## src/jtl_pkg.sv

```systemverilog
package jtl_pkg;

   localparam int QUEUE_DEPTH = 4;
   localparam int QPTR_W      = $clog2(QUEUE_DEPTH);
   localparam int QCNT_W      = $clog2(QUEUE_DEPTH + 1);

   localparam logic [3:0] KIND_OBJSTART = 4'd0;
   localparam logic [3:0] KIND_OBJEND   = 4'd1;
   localparam logic [3:0] KIND_ARRSTART = 4'd2;
   localparam logic [3:0] KIND_ARREND   = 4'd3;
   localparam logic [3:0] KIND_STRING   = 4'd4;
   localparam logic [3:0] KIND_NUMBER   = 4'd5;
   localparam logic [3:0] KIND_BOOL     = 4'd6;
   localparam logic [3:0] KIND_COLON    = 4'd7;
   localparam logic [3:0] KIND_COMMA    = 4'd8;
   localparam logic [3:0] KIND_NULL     = 4'd9;
   localparam logic [3:0] KIND_END      = 4'd10;

   localparam logic [7:0] CH_LBRACE    = 8'h7B;
   localparam logic [7:0] CH_RBRACE    = 8'h7D;
   localparam logic [7:0] CH_LBRACKET  = 8'h5B;
   localparam logic [7:0] CH_RBRACKET  = 8'h5D;
   localparam logic [7:0] CH_COLON     = 8'h3A;
   localparam logic [7:0] CH_COMMA     = 8'h2C;
   localparam logic [7:0] CH_QUOTE     = 8'h22;
   localparam logic [7:0] CH_BACKSLASH = 8'h5C;
   localparam logic [7:0] CH_SLASH     = 8'h2F;
   localparam logic [7:0] CH_STAR      = 8'h2A;
   localparam logic [7:0] CH_MINUS     = 8'h2D;
   localparam logic [7:0] CH_DOT       = 8'h2E;
   localparam logic [7:0] CH_SPACE     = 8'h20;
   localparam logic [7:0] CH_TAB       = 8'h09;
   localparam logic [7:0] CH_LF        = 8'h0A;
   localparam logic [7:0] CH_CR        = 8'h0D;
   localparam logic [7:0] CH_LOW_T     = 8'h74;
   localparam logic [7:0] CH_LOW_F     = 8'h66;
   localparam logic [7:0] CH_LOW_N     = 8'h6E;
   localparam logic [7:0] CH_LOW_R     = 8'h72;

   typedef enum logic [3:0] {
      MODE_IDLE  = 4'd0,
      MODE_SLASH = 4'd1,
      MODE_LINE  = 4'd2,
      MODE_BLOCK = 4'd3,
      MODE_BSTAR = 4'd4,
      MODE_STR   = 4'd5,
      MODE_ESC   = 4'd6,
      MODE_NUM   = 4'd7,
      MODE_BOOL  = 4'd8,
      MODE_NULL  = 4'd9
   } mode_type;

   typedef struct packed {
      logic [3:0] kind;
      logic       has_char;
      logic [7:0] char_out;
      logic       token_done;
   } res_type;

   // one accepted character worth of results: one or two
   typedef struct packed {
      res_type first;
      res_type second;
      logic    has_second;
      logic    error_flag;
   } rec_type;

   typedef struct packed {
      logic full;
      logic empty;
   } qstat_type;

   typedef struct packed {
      mode_type mode;
      logic     set_err;
      logic     emit;
      res_type  res;
   } idle_type;

   function automatic res_type mk_res(logic [3:0] kind, logic has, logic [7:0] ch,
                                      logic done);
      res_type r;
      r.kind       = kind;
      r.has_char   = has;
      r.char_out   = has ? ch : 8'h00;
      r.token_done = done;
      return r;
   endfunction

   function automatic logic is_digit(logic [7:0] c);
      return (c >= 8'h30) && (c <= 8'h39);
   endfunction

   function automatic logic is_alpha(logic [7:0] c);
      return ((c >= 8'h61) && (c <= 8'h7A)) || ((c >= 8'h41) && (c <= 8'h5A));
   endfunction

   // classify a character seen between tokens
   function automatic idle_type lex_idle(logic [7:0] c);
      idle_type v;
      v.mode    = MODE_IDLE;
      v.set_err = 1'b0;
      v.emit    = 1'b0;
      v.res     = mk_res(KIND_END, 1'b0, 8'h00, 1'b0);
      if (c == CH_SPACE || c == CH_TAB || c == CH_LF || c == CH_CR) begin
         v.mode = MODE_IDLE;
      end else if (c == CH_SLASH) begin
         v.mode = MODE_SLASH;
      end else if (c == CH_QUOTE) begin
         v.mode = MODE_STR;
      end else if (c == CH_LBRACE) begin
         v.emit = 1'b1;
         v.res  = mk_res(KIND_OBJSTART, 1'b1, c, 1'b1);
      end else if (c == CH_RBRACE) begin
         v.emit = 1'b1;
         v.res  = mk_res(KIND_OBJEND, 1'b1, c, 1'b1);
      end else if (c == CH_LBRACKET) begin
         v.emit = 1'b1;
         v.res  = mk_res(KIND_ARRSTART, 1'b1, c, 1'b1);
      end else if (c == CH_RBRACKET) begin
         v.emit = 1'b1;
         v.res  = mk_res(KIND_ARREND, 1'b1, c, 1'b1);
      end else if (c == CH_COLON) begin
         v.emit = 1'b1;
         v.res  = mk_res(KIND_COLON, 1'b1, c, 1'b1);
      end else if (c == CH_COMMA) begin
         v.emit = 1'b1;
         v.res  = mk_res(KIND_COMMA, 1'b1, c, 1'b1);
      end else if (is_digit(c) || c == CH_MINUS) begin
         v.mode = MODE_NUM;
         v.emit = 1'b1;
         v.res  = mk_res(KIND_NUMBER, 1'b1, c, 1'b0);
      end else if (c == CH_LOW_T || c == CH_LOW_F) begin
         v.mode = MODE_BOOL;
         v.emit = 1'b1;
         v.res  = mk_res(KIND_BOOL, 1'b1, c, 1'b0);
      end else if (c == CH_LOW_N) begin
         v.mode = MODE_NULL;
         v.emit = 1'b1;
         v.res  = mk_res(KIND_NULL, 1'b1, c, 1'b0);
      end else begin
         v.set_err = 1'b1;
      end
      return v;
   endfunction

endpackage

```

## src/jtl_front.sv

```systemverilog
module jtl_front (
   input  logic             clock,
   input  logic             reset,
   input  logic             accept,
   input  logic             cmd,
   input  logic [7:0]       char_in,
   output logic             push,
   output jtl_pkg::rec_type rec
);
   import jtl_pkg::*;

   mode_type mode_ff, mode_in;
   logic     err_ff, err_in;
   logic     first_v;
   idle_type iv;
   logic [7:0] esc_ch;

   always_ff @(posedge clock) begin
      if (reset) begin
         mode_ff <= MODE_IDLE;
         err_ff  <= 1'b0;
      end else if (accept) begin
         mode_ff <= mode_in;
         err_ff  <= err_in;
      end
   end

   always_comb begin
      iv              = lex_idle(char_in);
      mode_in         = mode_ff;
      err_in          = err_ff;
      first_v         = 1'b0;
      rec.first       = mk_res(KIND_END, 1'b0, 8'h00, 1'b0);
      rec.second      = mk_res(KIND_END, 1'b0, 8'h00, 1'b0);
      rec.has_second  = 1'b0;
      rec.error_flag  = 1'b0;
      esc_ch          = char_in;
      if (char_in == CH_LOW_N) esc_ch = CH_LF;
      else if (char_in == CH_LOW_T) esc_ch = CH_TAB;
      else if (char_in == CH_LOW_R) esc_ch = CH_CR;

      if (cmd) begin
         // close any open token, then End
         unique case (mode_ff)
            MODE_STR, MODE_ESC: begin
               first_v   = 1'b1;
               rec.first = mk_res(KIND_STRING, 1'b0, 8'h00, 1'b1);
            end
            MODE_NUM: begin
               first_v   = 1'b1;
               rec.first = mk_res(KIND_NUMBER, 1'b0, 8'h00, 1'b1);
            end
            MODE_BOOL: begin
               first_v   = 1'b1;
               rec.first = mk_res(KIND_BOOL, 1'b0, 8'h00, 1'b1);
            end
            MODE_NULL: begin
               first_v   = 1'b1;
               rec.first = mk_res(KIND_NULL, 1'b0, 8'h00, 1'b1);
            end
            MODE_SLASH: err_in = 1'b1;
            default: ;
         endcase
         if (first_v) begin
            rec.second     = mk_res(KIND_END, 1'b0, 8'h00, 1'b1);
            rec.has_second = 1'b1;
         end else begin
            rec.first = mk_res(KIND_END, 1'b0, 8'h00, 1'b1);
         end
         first_v        = 1'b1;
         rec.error_flag = err_in;
         mode_in        = MODE_IDLE;
         err_in         = 1'b0;
      end else begin
         unique case (mode_ff)
            MODE_SLASH: begin
               if (char_in == CH_SLASH) begin
                  mode_in = MODE_LINE;
               end else if (char_in == CH_STAR) begin
                  mode_in = MODE_BLOCK;
               end else begin
                  err_in    = 1'b1;
                  mode_in   = iv.mode;
                  first_v   = iv.emit;
                  rec.first = iv.res;
               end
            end
            MODE_LINE: begin
               if (char_in == CH_LF) mode_in = MODE_IDLE;
            end
            MODE_BLOCK: begin
               if (char_in == CH_STAR) mode_in = MODE_BSTAR;
            end
            MODE_BSTAR: begin
               if (char_in == CH_SLASH) mode_in = MODE_IDLE;
               else if (char_in != CH_STAR) mode_in = MODE_BLOCK;
            end
            MODE_STR: begin
               first_v = 1'b1;
               if (char_in == CH_QUOTE) begin
                  rec.first = mk_res(KIND_STRING, 1'b0, 8'h00, 1'b1);
                  mode_in   = MODE_IDLE;
               end else if (char_in == CH_BACKSLASH) begin
                  first_v = 1'b0;
                  mode_in = MODE_ESC;
               end else begin
                  rec.first = mk_res(KIND_STRING, 1'b1, char_in, 1'b0);
               end
            end
            MODE_ESC: begin
               first_v   = 1'b1;
               rec.first = mk_res(KIND_STRING, 1'b1, esc_ch, 1'b0);
               mode_in   = MODE_STR;
            end
            MODE_NUM: begin
               first_v = 1'b1;
               if (is_digit(char_in) || char_in == CH_DOT) begin
                  rec.first = mk_res(KIND_NUMBER, 1'b1, char_in, 1'b0);
               end else begin
                  rec.first      = mk_res(KIND_NUMBER, 1'b0, 8'h00, 1'b1);
                  rec.second     = iv.res;
                  rec.has_second = iv.emit;
                  mode_in        = iv.mode;
                  err_in         = err_ff | iv.set_err;
               end
            end
            MODE_BOOL, MODE_NULL: begin
               first_v = 1'b1;
               if (is_alpha(char_in)) begin
                  rec.first = mk_res((mode_ff == MODE_BOOL) ? KIND_BOOL : KIND_NULL,
                                     1'b1, char_in, 1'b0);
               end else begin
                  rec.first      = mk_res((mode_ff == MODE_BOOL) ? KIND_BOOL : KIND_NULL,
                                          1'b0, 8'h00, 1'b1);
                  rec.second     = iv.res;
                  rec.has_second = iv.emit;
                  mode_in        = iv.mode;
                  err_in         = err_ff | iv.set_err;
               end
            end
            default: begin
               mode_in   = iv.mode;
               err_in    = err_ff | iv.set_err;
               first_v   = iv.emit;
               rec.first = iv.res;
            end
         endcase
         rec.error_flag = err_in;
      end
      push = accept && first_v;
   end

endmodule

```

## src/jtl_queue.sv

```systemverilog
module jtl_queue (
   input  logic               clock,
   input  logic               reset,
   input  logic               push,
   input  jtl_pkg::rec_type   push_rec,
   input  logic               pop,
   output jtl_pkg::rec_type   head_rec,
   output jtl_pkg::qstat_type stat
);
   import jtl_pkg::*;

   rec_type             slot_ff [QUEUE_DEPTH];
   logic [QPTR_W-1:0]   wr_ptr_ff, wr_ptr_in;
   logic [QPTR_W-1:0]   rd_ptr_ff, rd_ptr_in;
   logic [QCNT_W-1:0]   count_ff, count_in;

   always_ff @(posedge clock) begin
      if (reset) begin
         wr_ptr_ff <= '0;
         rd_ptr_ff <= '0;
         count_ff  <= '0;
      end else begin
         wr_ptr_ff <= wr_ptr_in;
         rd_ptr_ff <= rd_ptr_in;
         count_ff  <= count_in;
      end
   end

   always_ff @(posedge clock) begin
      if (push) slot_ff[wr_ptr_ff] <= push_rec;
   end

   always_comb begin
      wr_ptr_in = push ? wr_ptr_ff + 1'b1 : wr_ptr_ff;
      rd_ptr_in = pop ? rd_ptr_ff + 1'b1 : rd_ptr_ff;
      count_in  = count_ff;
      if (push && !pop) count_in = count_ff + 1'b1;
      else if (pop && !push) count_in = count_ff - 1'b1;
   end

   assign head_rec   = slot_ff[rd_ptr_ff];
   assign stat.full  = (count_ff == QCNT_W'(QUEUE_DEPTH));
   assign stat.empty = (count_ff == '0);

   assert property (@(posedge clock) disable iff (reset) push |-> !stat.full)
      else $error("queue written while full");
   assert property (@(posedge clock) disable iff (reset) pop |-> !stat.empty)
      else $error("queue read while empty");
   assert property (@(posedge clock) disable iff (reset)
                    (push && !pop) |=> (count_ff == $past(count_ff) + 1'b1))
      else $error("queue count did not advance on write");

endmodule

```

## src/jtl_back.sv

```systemverilog
module jtl_back (
   input  logic               clock,
   input  logic               reset,
   input  jtl_pkg::rec_type   head_rec,
   input  jtl_pkg::qstat_type stat,
   output logic               pop,
   output logic               rsp_valid,
   input  logic               rsp_stall,
   output jtl_pkg::res_type   rsp_res,
   output logic               rsp_err
);
   import jtl_pkg::*;

   logic    rsp_valid_ff, rsp_valid_in;
   res_type rsp_res_ff;
   logic    rsp_err_ff;
   logic    sec_valid_ff, sec_valid_in;
   res_type sec_res_ff;
   logic    sec_err_ff;
   logic    load;

   always_comb begin
      load         = !rsp_valid_ff || !rsp_stall;
      pop          = load && !sec_valid_ff && !stat.empty;
      rsp_valid_in = rsp_valid_ff;
      sec_valid_in = sec_valid_ff;
      if (load) begin
         if (sec_valid_ff) begin
            rsp_valid_in = 1'b1;
            sec_valid_in = 1'b0;
         end else begin
            rsp_valid_in = !stat.empty;
            sec_valid_in = !stat.empty && head_rec.has_second;
         end
      end
   end

   always_ff @(posedge clock) begin
      if (reset) begin
         rsp_valid_ff <= 1'b0;
         sec_valid_ff <= 1'b0;
      end else begin
         rsp_valid_ff <= rsp_valid_in;
         sec_valid_ff <= sec_valid_in;
      end
   end

   always_ff @(posedge clock) begin
      if (load) begin
         if (sec_valid_ff) begin
            rsp_res_ff <= sec_res_ff;
            rsp_err_ff <= sec_err_ff;
         end else begin
            rsp_res_ff <= head_rec.first;
            rsp_err_ff <= head_rec.error_flag;
            sec_res_ff <= head_rec.second;
            sec_err_ff <= head_rec.error_flag;
         end
      end
   end

   assign rsp_valid = rsp_valid_ff;
   assign rsp_res   = rsp_res_ff;
   assign rsp_err   = rsp_err_ff;

   // a held second result always sits behind a shown first one
   assert property (@(posedge clock) disable iff (reset) sec_valid_ff |-> rsp_valid_ff)
      else $error("second result pending without a shown result");
   assert property (@(posedge clock) disable iff (reset) (sec_valid_ff && load) |=> rsp_valid_ff)
      else $error("pending second result lost");

endmodule

```

## src/json_token_lexer.sv

```systemverilog
// channel | direction | transfer when       | payload
// req     | in        | req_valid & !req_stall | req_cmd, req_char_in
// rsp     | out       | rsp_valid & !rsp_stall | rsp_kind, rsp_has_char, rsp_char_out,
//         |           |                        | rsp_token_done, rsp_error_flag
//
// One character is taken per cycle while req_stall is low; its results pass through the
// queue and then the output register. A character that closes a token and opens another
// gives two results, shown one after the other; a four-entry queue absorbs such bursts.
// req_stall rises only when the queue is full. Synchronous reset returns the lexer to idle,
// clears the sticky error and empties the queue.
module json_token_lexer (
   input  logic       clock,
   input  logic       reset,
   input  logic       req_valid,
   output logic       req_stall,
   input  logic       req_cmd,
   input  logic [7:0] req_char_in,
   output logic       rsp_valid,
   input  logic       rsp_stall,
   output logic [3:0] rsp_kind,
   output logic       rsp_has_char,
   output logic [7:0] rsp_char_out,
   output logic       rsp_token_done,
   output logic       rsp_error_flag
);
   import jtl_pkg::*;

   logic      accept;
   logic      push;
   logic      pop;
   rec_type   push_rec;
   rec_type   head_rec;
   qstat_type stat;
   res_type   res;

   assign req_stall = stat.full;
   assign accept    = req_valid && !req_stall;

   jtl_front u_front (
      .clock   (clock),
      .reset   (reset),
      .accept  (accept),
      .cmd     (req_cmd),
      .char_in (req_char_in),
      .push    (push),
      .rec     (push_rec)
   );

   jtl_queue u_queue (
      .clock    (clock),
      .reset    (reset),
      .push     (push),
      .push_rec (push_rec),
      .pop      (pop),
      .head_rec (head_rec),
      .stat     (stat)
   );

   jtl_back u_back (
      .clock     (clock),
      .reset     (reset),
      .head_rec  (head_rec),
      .stat      (stat),
      .pop       (pop),
      .rsp_valid (rsp_valid),
      .rsp_stall (rsp_stall),
      .rsp_res   (res),
      .rsp_err   (rsp_error_flag)
   );

   assign rsp_kind       = res.kind;
   assign rsp_has_char   = res.has_char;
   assign rsp_char_out   = res.char_out;
   assign rsp_token_done = res.token_done;

endmodule
```

## config.mk

```make
export PLATFORM = sky130hd
export DESIGN_NAME = json_token_lexer
export DESIGN_NICKNAME = d
export VERILOG_FILES = /design/src/jtl_pkg.sv /design/src/jtl_front.sv /design/src/jtl_queue.sv /design/src/jtl_back.sv /design/src/json_token_lexer.sv
export SDC_FILE = /design/constraint.sdc
export NUM_CORES = 1
export LEC_CHECK = 0
export CELL_PAD_IN_SITES_DETAIL_PLACEMENT = 1
export CELL_PAD_IN_SITES_GLOBAL_PLACEMENT = 2
export CORE_ASPECT_RATIO = 0.9
export CORE_MARGIN = 4
export CORE_UTILIZATION = 42
export DETAILED_ROUTE_END_ITERATION = 12
export DONT_BUFFER_PORTS = 1
export MAX_ROUTING_LAYER = met4
export PLACE_DENSITY_LB_ADDON = 0.1
export SLEW_MARGIN = 10
export SYNTH_ARGS = -nofsm -noshare
export SYNTH_HDL_FRONTEND = slang
export SYNTH_SLANG_ARGS = --single-unit
```

## constraint.sdc

```tcl
create_clock -name clock -period 3.1 [get_ports clock]
set_input_delay 0.155 -clock clock [delete_from_list [all_inputs] [get_ports clock]]
set_output_delay 0.155 -clock clock [all_outputs]
set_load 0.02 [all_outputs]
```

==> results of run 1 <==
-- cells by family after synthesis --
logic type | count (synthesis)
AOI/OAI and AO/OA | 105
xor gates and xnor gates | 7
adders and majority gates | 6
buffers and inverters | 45
DFF | 165
muxes | 50
other | 1
and+or+nand+nor | 157
-- worst paths after layout --
kind,startpoint,end,slack (ns),cells after the start
worst max-delay path,u_front.mode_ff[0]$_SDFFE_PP0P_,u_queue.count_ff[2]$_SDFFE_PP0P_,0.32,12
worst min-delay path,req_cmd,u_front.err_ff$_SDFFE_PP0P_,0.02,3
worst max register to register,u_front.mode_ff[0]$_SDFFE_PP0P_,u_queue.count_ff[2]$_SDFFE_PP0P_,0.32,12
worst min register to register,u_queue.count_ff[2]$_SDFFE_PP0P_,u_queue.count_ff[2]$_SDFFE_PP0P_,0.53,2
-- layer usage --
layer | vias up | track usage [%] | part of all wire, %
met3 | 13 | 3.58 | 3.9
met5 | - | - | 0
met1 | 2450 | 27.6 | 47
met4 | 0 | 4.08 | 0.77
met2 | 97 | 30.0 | 48
li1 | 2106 | - | -
-- flip-flops by register name (all words and copies together), names as in the netlist, named ones only --
signal	flops
u_front.err_ff	1
u_back.rsp_res	14
u_front.mode_ff	4
u_back.rsp_err	1
u_back.sec_res_ff	14
u_queue.rd_ptr_ff	2
u_back.sec_valid_ff	1
u_queue.count_ff	3
u_queue.slot_ff	120
u_back.rsp_valid	1
u_queue.wr_ptr_ff	2
-- per-stage QoR --
step	area [um2]	cells	power [uW]
after floorplan	7770	539	3900
after global placement	8140	766	4190
after detailed placement	8140	766	4240
after CTS	8770	801	6370
after global routing	8770	801	6600
final	8770	801	6280
-- worst reg2reg max path, delay by kind of cell (launching register included) --
| family | cells | cell delay (ns) |
|---|---|---|
| adder cells (fa/ha/maj) | 2 | 0.60 |
| AO/OA/AOI/OAI | 3 | 0.44 |
| buffers and inverters | 3 | 0.33 |
| multiplexers | 1 | 0.25 |
| AND/OR/NAND/NOR | 2 | 0.52 |
| XOR/XNOR | 1 | 0.16 |
| flip-flops | 1 | 0.39 |
-- power groups by stage --
stage / combinational (uW) / clock, uW / sequential (uW)
after floorplan: 825 / 0 / 3080
after global placement: 1050 / 0 / 3140
after detailed placement: 1080 / 0 / 3160
after CTS: 1090 / 2160 / 3120
after global routing: 1180 / 2280 / 3140
final: 1060 / 2110 / 3110
-- final cells by class --
cell class              count  share of cell area (%)
clock buffers              18                    4.89
repair buffers             25                    2.94
well taps                 240                    3.42
clock inverters            14                    1.97
flip-flops and latches    165                    54.7
multi-input cells         329                    31.7
inverters                  10                   0.428
-- timing repair --
item                                   CTS  global route
endpoints found under the hold margin   16             0
setup endpoints to repair                0             1
resized for setup                        0             2
hold buffers                             3             0
-- synthesized netlist by cell type, types with 3 or more instances --
library cell / n
edfxtp_1: 149
nor2_1: 34
mux4_2: 30
nand2_1: 30
o21ai_0: 21
a21oi_1: 19
clkbuf_1: 17
dfxtp_1: 16
nand2b_1: 16
mux2_2: 15
nor2b_1: 15
buf_2: 12
and2_1: 11
inv_1: 10
nand3_1: 7
a31oi_1: 6
a21o_1: 5
ha_1: 5
o21a_1: 5
a211oi_1: 4
mux2i_1: 4
nor3_1: 4
nor3b_1: 4
o21ai_1: 4
o31a_1: 4
or3_1: 4
xor2_1: 4
a22oi_1: 3
a311oi_1: 3
a32oi_1: 3
buf_6: 3
nor4bb_1: 3
xnor2_1: 3
==> reports/results.tsv, run 1 <==
metric	value	unit
status	finished clean	
Clk pwr share	33.6	%
number of diodes	0	
Buf+Inv Stages, Crit Path	3	
Setup violations, final	0	
Post-DP HPWL	12.6	mm
core area	17900	um2
I/O pins	30	
Initial Util	43.3	%
Synth Area in Compound Gates	9.81	%
Starting DRT DRC Count	261	
Final min period	2.78	ns
die span in x	151	um
routability cong.	0.843	
vias per cell	5.83	
total gr overflow	0	
Synth Area in Simple Gates	12.2	%
largest family of logic cells by synthesized area	simple AND/OR/NAND/NOR gates	
Mapped Area	7760	um2
HP Class	in -> reg	
Setup CP Type	reg -> reg	
cell family with most CP delay	adder cells	
crit start category	register	
FP Rows	46	
P_int	4560	uW
Yosys cell types	82	
share of cells above drive strength 1	22.1	%
Logic pwr share	16.9	%
vias in the first global route	4824	
routed vias	4666	
Final Slew Violations	0	
crit-path cells	buf_4 -> nor2_1 -> mux2_2 -> a21o_1 -> a31oi_4 -> inv_1 -> ha_1 -> inv_1 -> fa_1 -> xor2_1 -> or3_1 -> a21oi_1	
pwr dens	716	nW/um2
initial antenna violation count	0	
final worst path period share	89.6	%
CTS buffer count	17	
Net Sw Frac	27.5	%
most frequent CP cell	inv_1	
Die ar.	20700	um2
TNS Setup	0	ns
peak supply drop	0.385	mV
WHS	0.0239	ns
MaxCap Viol Count	0	
Root Buffer	clkbuf_16	
post-synthesis adder-cell area fraction	1.06	%
largest stage delay on the critical path	0.43	ns
area share of the largest cell type after synthesis	57.7	%
Worst Max-Slew Pin Slew	0.705	ns
Fill cells	1757	
Port Buf Inserts	0	
final setup margin	0.323	ns
register area	4800	um2
Max Root-Sink Buffers	2	
commonest non-fill, non-tap cell in the layout	edfxtp_1	
Post-DRT Antenna Nets	0	
# DRC	0	
Post-CTS Setup Repair Bufs	0	
XOR/XNOR Fraction of Synth Area	0.790	%
gr usage total	19.6	%
global-route wire length before repair	29.3	mm
Worst-Skew Late Latency	0.43	ns
Worst Path Arrival	3.12	ns
Switching Power	1730	uW
Yosys reg bits	165	
fin nets	567	
static leakage	0.00292	uW
Post-synth EDFFs	149	
most frequent cells in the layout	149 x edfxtp_1, 34 x nor2_1, 30 x mux4_2, 30 x nand2_1, 21 x o21ai_0	
fraction of registers with async set/reset	0	%
Layout Skew	0.0186	ns
Setup crit end kind	register	
CP required	3.44	ns
First-pass DRT Iterations	5	
Max H-tree Level	4	
Syn Inst Count	536	
post-synth top area cell	edfxtp_1	
RSZ-0062 raised after global routing	no	
largest net degree at the start of global routing	31	
number of synthesis warnings	0	
mux cell area share after synthesis	11.5	%
Flop pwr share	49.4	%
sequential area share after synthesis	61.8	%
TritonCTS sink count	165	
Reg clk slew, reported paths	0.07	ns
Avg WL per Cell	23.2	um
Syn Area/Cell	14.5	um2
Primary FF master, synth	edfxtp_1	
slowest CP cell	fa_1	
total wire length	18.6	mm
Hold Violations, Final	0	
fin util	49.0	%
area grow syn2layout	13.1	%
Max FO, Critical Path	12	
FMAX	360	MHz
dpl ws	0.236	ns
Slew headroom	52.5	%
Die Y	137	um
TritonCTS clock tree	built	
multi-input logic area	2780	um2
Synth area leaders	edfxtp_1 58%, mux4_2 8.7%, dfxtp_1 4.1%, mux2_2 2.2%, nor2_1 1.6%	
No activity file was read; power rests on OpenSTA's default activity.
==> run 2: changes to the inputs <==
- CORE_UTILIZATION: 42 -> 44
- CTS_BUF_LIST: unset -> sky130_fd_sc_hd__clkbuf_2
==> run 2 against run 1 <==
Effect of this change:
- core utilization up 1.2 points
- critical path depth unchanged
- sequential share of layout area up 1.4 points
- register-to-register slack worse by 0.09 ns
- critical endpoint unchanged
- largest power group unchanged
- highest routed layer unchanged
==> reports/results.tsv, run 2 (same netlist as run 1, synthesis figures left out) <==
metric	value	unit
status	finished clean	
Hold Violations, Final	0	
Root Buffer	clkbuf_2	
total gr overflow	0	
Die ar.	19800	um2
Initial Util	45.5	%
Max H-tree Level	4	
Layout Skew	0.0416	ns
global-route wire length before repair	29.6	mm
number of diodes	0	
vias per cell	5.67	
Post-DRT Antenna Nets	0	
Worst Path Arrival	3.52	ns
pwr dens	638	nW/um2
Worst Max-Slew Pin Slew	0.719	ns
fin nets	583	
vias in the first global route	5004	
Worst-Skew Late Latency	0.70	ns
I/O pins	30	
register area	4800	um2
static leakage	0.00286	uW
multi-input logic area	2780	um2
Final min period	2.87	ns
HP Class	in -> reg	
RSZ-0062 raised after global routing	no	
Post-DP HPWL	12.3	mm
most frequent cells in the layout	149 x edfxtp_1, 34 x nor2_1, 30 x mux4_2, 30 x nand2_1, 23 x buf_4	
die span in x	148	um
Setup crit end kind	register	
Final Slew Violations	0	
FP Rows	45	
fin util	50.2	%
initial antenna violation count	0	
MaxCap Viol Count	0	
Avg WL per Cell	22.8	um
Reg clk slew, reported paths	0.24	ns
final worst path period share	92.6	%
FMAX	348	MHz
TritonCTS sink count	165	
commonest non-fill, non-tap cell in the layout	edfxtp_1	
area grow syn2layout	10.3	%
peak supply drop	0.282	mV
flip-flop count of the largest register after layout	120	
reg2reg setup slack	0.23	ns
gr usage total	20.3	%
CP required	3.76	ns
Starting DRT DRC Count	322	
# DRC	0	
Slew headroom	52.0	%
routed vias	4601	
Max Root-Sink Buffers	2	
core area	17100	um2
crit start category	register	
Top reg by flops	u_queue.slot_ff	
Die Y	134	um
Port Buf Inserts	0	
Power, Total	5460	uW
share of cells above drive strength 1	21.8	%
Setup violations, final	0	
TritonCTS clock tree	built	
Setup CP Type	reg -> reg	
Fill cells	1726	
total wire length	18.5	mm
routability cong.	0.843	
Max FO, Critical Path	12	
First-pass DRT Iterations	6	
largest net degree at the start of global routing	31	
CTS buffer count	17	
==> run 2: cell types whose count changed in the layout (fill, tap and decap cells not counted), sizes merged <==
cell,change
clkinv,-3
dlygate4sd3,+14
clkinvlp,+1
buf,+2
bufinv,+2
==> run 2: area by class of cell <==
class	instances	share of cell area, %
Clock inverter	14	2.32
Inverter	10	0.439
Sequential cell	165	56.1
Tap cell	235	3.44
Multi-Input combinational cell	329	32.4
Timing Repair Buffer	41	4.24
Clock buffer	18	1.05
==> run 2: metal layers <==
layer / wire [um] / vias up / track usage (%)
li1: - / 2140 / -
met1: 8590 / 2380 / 26.9
met2: 9260 / 67 / 33.0
met3: 439 / 14 / 3.41
met4: 201 / 0 / 4.93
met5: 0 / - / -
==> run 2: metrics by stage <==
stage	area [um2]	std cells	TNS (ns)	hold WS, ns	setup slack, ns
after global routing	8560	812	0	0.0194	0.0265
after CTS	8560	812	0	0.0272	0.192
after detailed placement	8100	763	0	0.228	0.251
final	8560	812	0	0.0975	0.231
after floorplan	7770	539	-3.68	0.327	-0.0307
after global placement	8100	763	0	0.228	0.366
==> run 2: path summary, 6_finish.rpt <==
path,cells past startpoint,to,from
worst min register to register,2,u_queue.wr_ptr_ff[1]$_SDFFE_PP0P_,u_queue.wr_ptr_ff[1]$_SDFFE_PP0P_
worst max register to register,12,u_queue.count_ff[2]$_SDFFE_PP0P_,u_front.mode_ff[0]$_SDFFE_PP0P_
worst min-delay path,4,u_queue.slot_ff[0][19]$_DFFE_PP_,req_char_in[1]
worst max-delay path,12,u_queue.count_ff[2]$_SDFFE_PP0P_,u_front.mode_ff[0]$_SDFFE_PP0P_
==> run 2: power breakdown <==
group          internal (uW)  total, uW  switching (uW)  leakage, uW
registers               2810       3090             280      0.00157
clock network            547       1280             734     0.000170
logic                    533       1080             550      0.00112
total                   3890       5460            1560      0.00286
==> run 2: critical path: stages, from the launching register on <==
cell and delay [ns]:
dfxtp_1 0.50, buf_4 0.24, nor2_1 0.18, mux2_2 0.24, a21o_1 0.20, a31oi_4 0.11
inv_1 0.07, ha_1 0.18, inv_1 0.07, fa_1 0.43, xor2_1 0.16, or3_1 0.31
a21oi_1 0.14
==> run 2: timing repair <==
item,in CTS,in global routing
endpoints found under the hold margin,139,0
setup buffers,0,0
resized for setup,0,1
setup endpoints to repair,0,1
hold buffers,17,0
==> run 3: changes to the inputs <==
- CTS_BUF_LIST: sky130_fd_sc_hd__clkbuf_2 -> sky130_fd_sc_hd__clkbuf_8
==> run 3 against run 2 <==
Effect of this change:
- worst setup slack better by 0.032 ns
- die area unchanged
- register-to-register slack better by 0.03 ns
- largest power group unchanged
- clock power rose by 32%
- critical endpoint unchanged
==> reports/results.tsv, run 3 (same netlist as run 1, synthesis figures left out) <==
metric	value	unit
initial antenna violation count	0	
cell family with most CP delay	adder cells	
total wire length	18.3	mm
Hold Violations, Final	0	
FMAX	352	MHz
Max Root-Sink Buffers	2	
Post-CTS Setup Repair Bufs	0	
Die ar.	19800	um2
gr usage total	20.1	%
status	finished clean	
Initial Util	45.5	%
share of cells above drive strength 1	22.3	%
met3 Resource Use GR	3.68	%
worst hold stages	1	
First-pass DRT Iterations	5	
Layout Skew	0.0143	ns
flip-flop count of the largest register after layout	120	
Fill cells	1697	
TritonCTS sink count	165	
global-route wire length before repair	29.4	mm
most frequent cells in the layout	149 x edfxtp_1, 34 x nor2_1, 30 x mux4_2, 30 x nand2_1, 23 x buf_4	
pwr dens	680	nW/um2
number of diodes	0	
static leakage	0.00287	uW
area grow syn2layout	10.9	%
Max H-tree Level	4	
Setup CP Type	reg -> reg	
Max FO, Critical Path	12	
CTS buffer count	17	
commonest non-fill, non-tap cell in the layout	edfxtp_1	
Slew headroom	50.9	%
vias in the first global route	4942	
Worst Path Arrival	3.22	ns
I/O pins	30	
largest net degree at the start of global routing	31	
Setup crit end kind	register	
Setup violations, final	0	
Final Slew Violations	0	
final worst path period share	91.5	%
Root Buffer	clkbuf_8	
Die Y	134	um
Worst Max-Slew Pin Slew	0.734	ns
RSZ-0062 raised after global routing	no	
hold endpoint	u_queue.slot_ff[3][7]$_DFFE_PP_	
# DRC	0	
total gr overflow	0	
crit-path cells	buf_4 -> nor2_1 -> mux2_2 -> a21o_1 -> a31oi_4 -> inv_1 -> ha_1 -> inv_1 -> fa_1 -> xor2_1 -> or3_1 -> a21oi_1	
FP Rows	45	
TNS Setup	0	ns
dpl ws	0.251	ns
met2 GRT Util	32.7	%
Top reg by flops	u_queue.slot_ff	
routability cong.	0.843	
reg2reg start	u_front.mode_ff[0]$_SDFFE_PP0P_	
final setup margin	0.263	ns
TritonCTS clock tree	built	
WHS	0.0296	ns
vias per cell	5.73	
fin nets	572	
FF-to-FF End	u_queue.count_ff[2]$_SDFFE_PP0P_	
Hold Startpoint	req_char_in[4]	
CP required	3.48	ns
Buf+Inv Stages, Crit Path	3	
Post-DP HPWL	12.3	mm
most frequent CP cell	inv_1	
crit start category	register	
largest stage delay on the critical path	0.44	ns
R2R cell count	12	
routed vias	4591	
die span in x	148	um
HP Class	in -> reg	
slowest CP cell	dfxtp_1	
Final min period	2.84	ns
MaxCap Viol Count	0	
Post-DRT Antenna Nets	0	
Starting DRT DRC Count	399	
reg2reg setup slack	0.26	ns
Port Buf Inserts	0	
Worst-Skew Late Latency	0.45	ns
GR peak layer	met2	
Avg WL per Cell	22.8	um
fin util	50.4	%
core area	17100	um2
Reg clk slew, reported paths	0.09	ns
met1 usage	26.7	%
peak supply drop	0.285	mV
[run 3: cell types whose count changed in the layout (fill, tap and decap cells not counted)]
cell	change
clkbuf_2	-18
clkbuf_8	+18
dlygate4sd3_1	-11
clkinv_1	-1
inv_1	+1
[run 3: how the worst max path moves through the flow]
| stage | cells after the start | slack [ns] | to | from |
|---|---|---|---|---|
| 6_report | 12 | 0.26 | u_queue.count_ff[2]$_SDFFE_PP0P_ | u_front.mode_ff[0]$_SDFFE_PP0P_ |
| 3_3_place_gp | 11 | 0.37 | u_queue.count_ff[2]$_SDFFE_PP0P_ | u_front.mode_ff[1]$_SDFFE_PP0P_ |
| 3_5_place_dp | 11 | 0.25 | u_queue.count_ff[2]$_SDFFE_PP0P_ | u_front.mode_ff[1]$_SDFFE_PP0P_ |
| 2_1_floorplan | 7 | -0.03 | u_queue.slot_ff[0][0]$_DFFE_PP_ | req_char_in[2] |
| 4_1_cts | 11 | 0.22 | u_queue.count_ff[2]$_SDFFE_PP0P_ | u_front.mode_ff[1]$_SDFFE_PP0P_ |
| 5_1_grt | 11 | 0.05 | u_queue.count_ff[2]$_SDFFE_PP0P_ | u_front.mode_ff[0]$_SDFFE_PP0P_ |
[run 3: final cells by class]
cell class	instances	area, um2	share of cell area [%]
Tap cell	235	294	3.42
Inverter	10	37.5	0.436
Multi-Input combinational cell	329	2780	32.3
Sequential cell	165	4800	55.8
Clock inverter	14	199	2.31
Clock buffer	18	248	2.88
Timing Repair Buffer	30	253	2.94
[run 3: routing by layer]
layer / vias to the layer above / share of wire, %
met5: - / 0
met4: 0 / 0.90
met3: 13 / 2.6
met2: 75 / 50
met1: 2385 / 46
li1: 2118 / -
[run 3: power breakdown]
| group | internal (uW) | switching [uW] | leakage (uW) |
|---|---|---|---|
| clock network | 911 | 778 | 0.000229 |
| registers | 2820 | 281 | 0.00157 |
| logic | 522 | 539 | 0.00107 |
| total | 4250 | 1600 | 0.00287 |
[run 3: through the flow]
step	total power [uW]	instances	area, um2
finish	5850	801	8600
global route	6150	801	8600
CTS	5920	801	8600
detailed placement	4220	763	8100
global placement	4180	763	8100
floorplan	3900	539	7770
[run 3: repair_timing]
action / CTS / global route
gates resized for setup: 0 / 1
hold buffers: 6 / 0
endpoints found under the setup margin: 0 / 1
hold endpoints to repair: 28 / 0
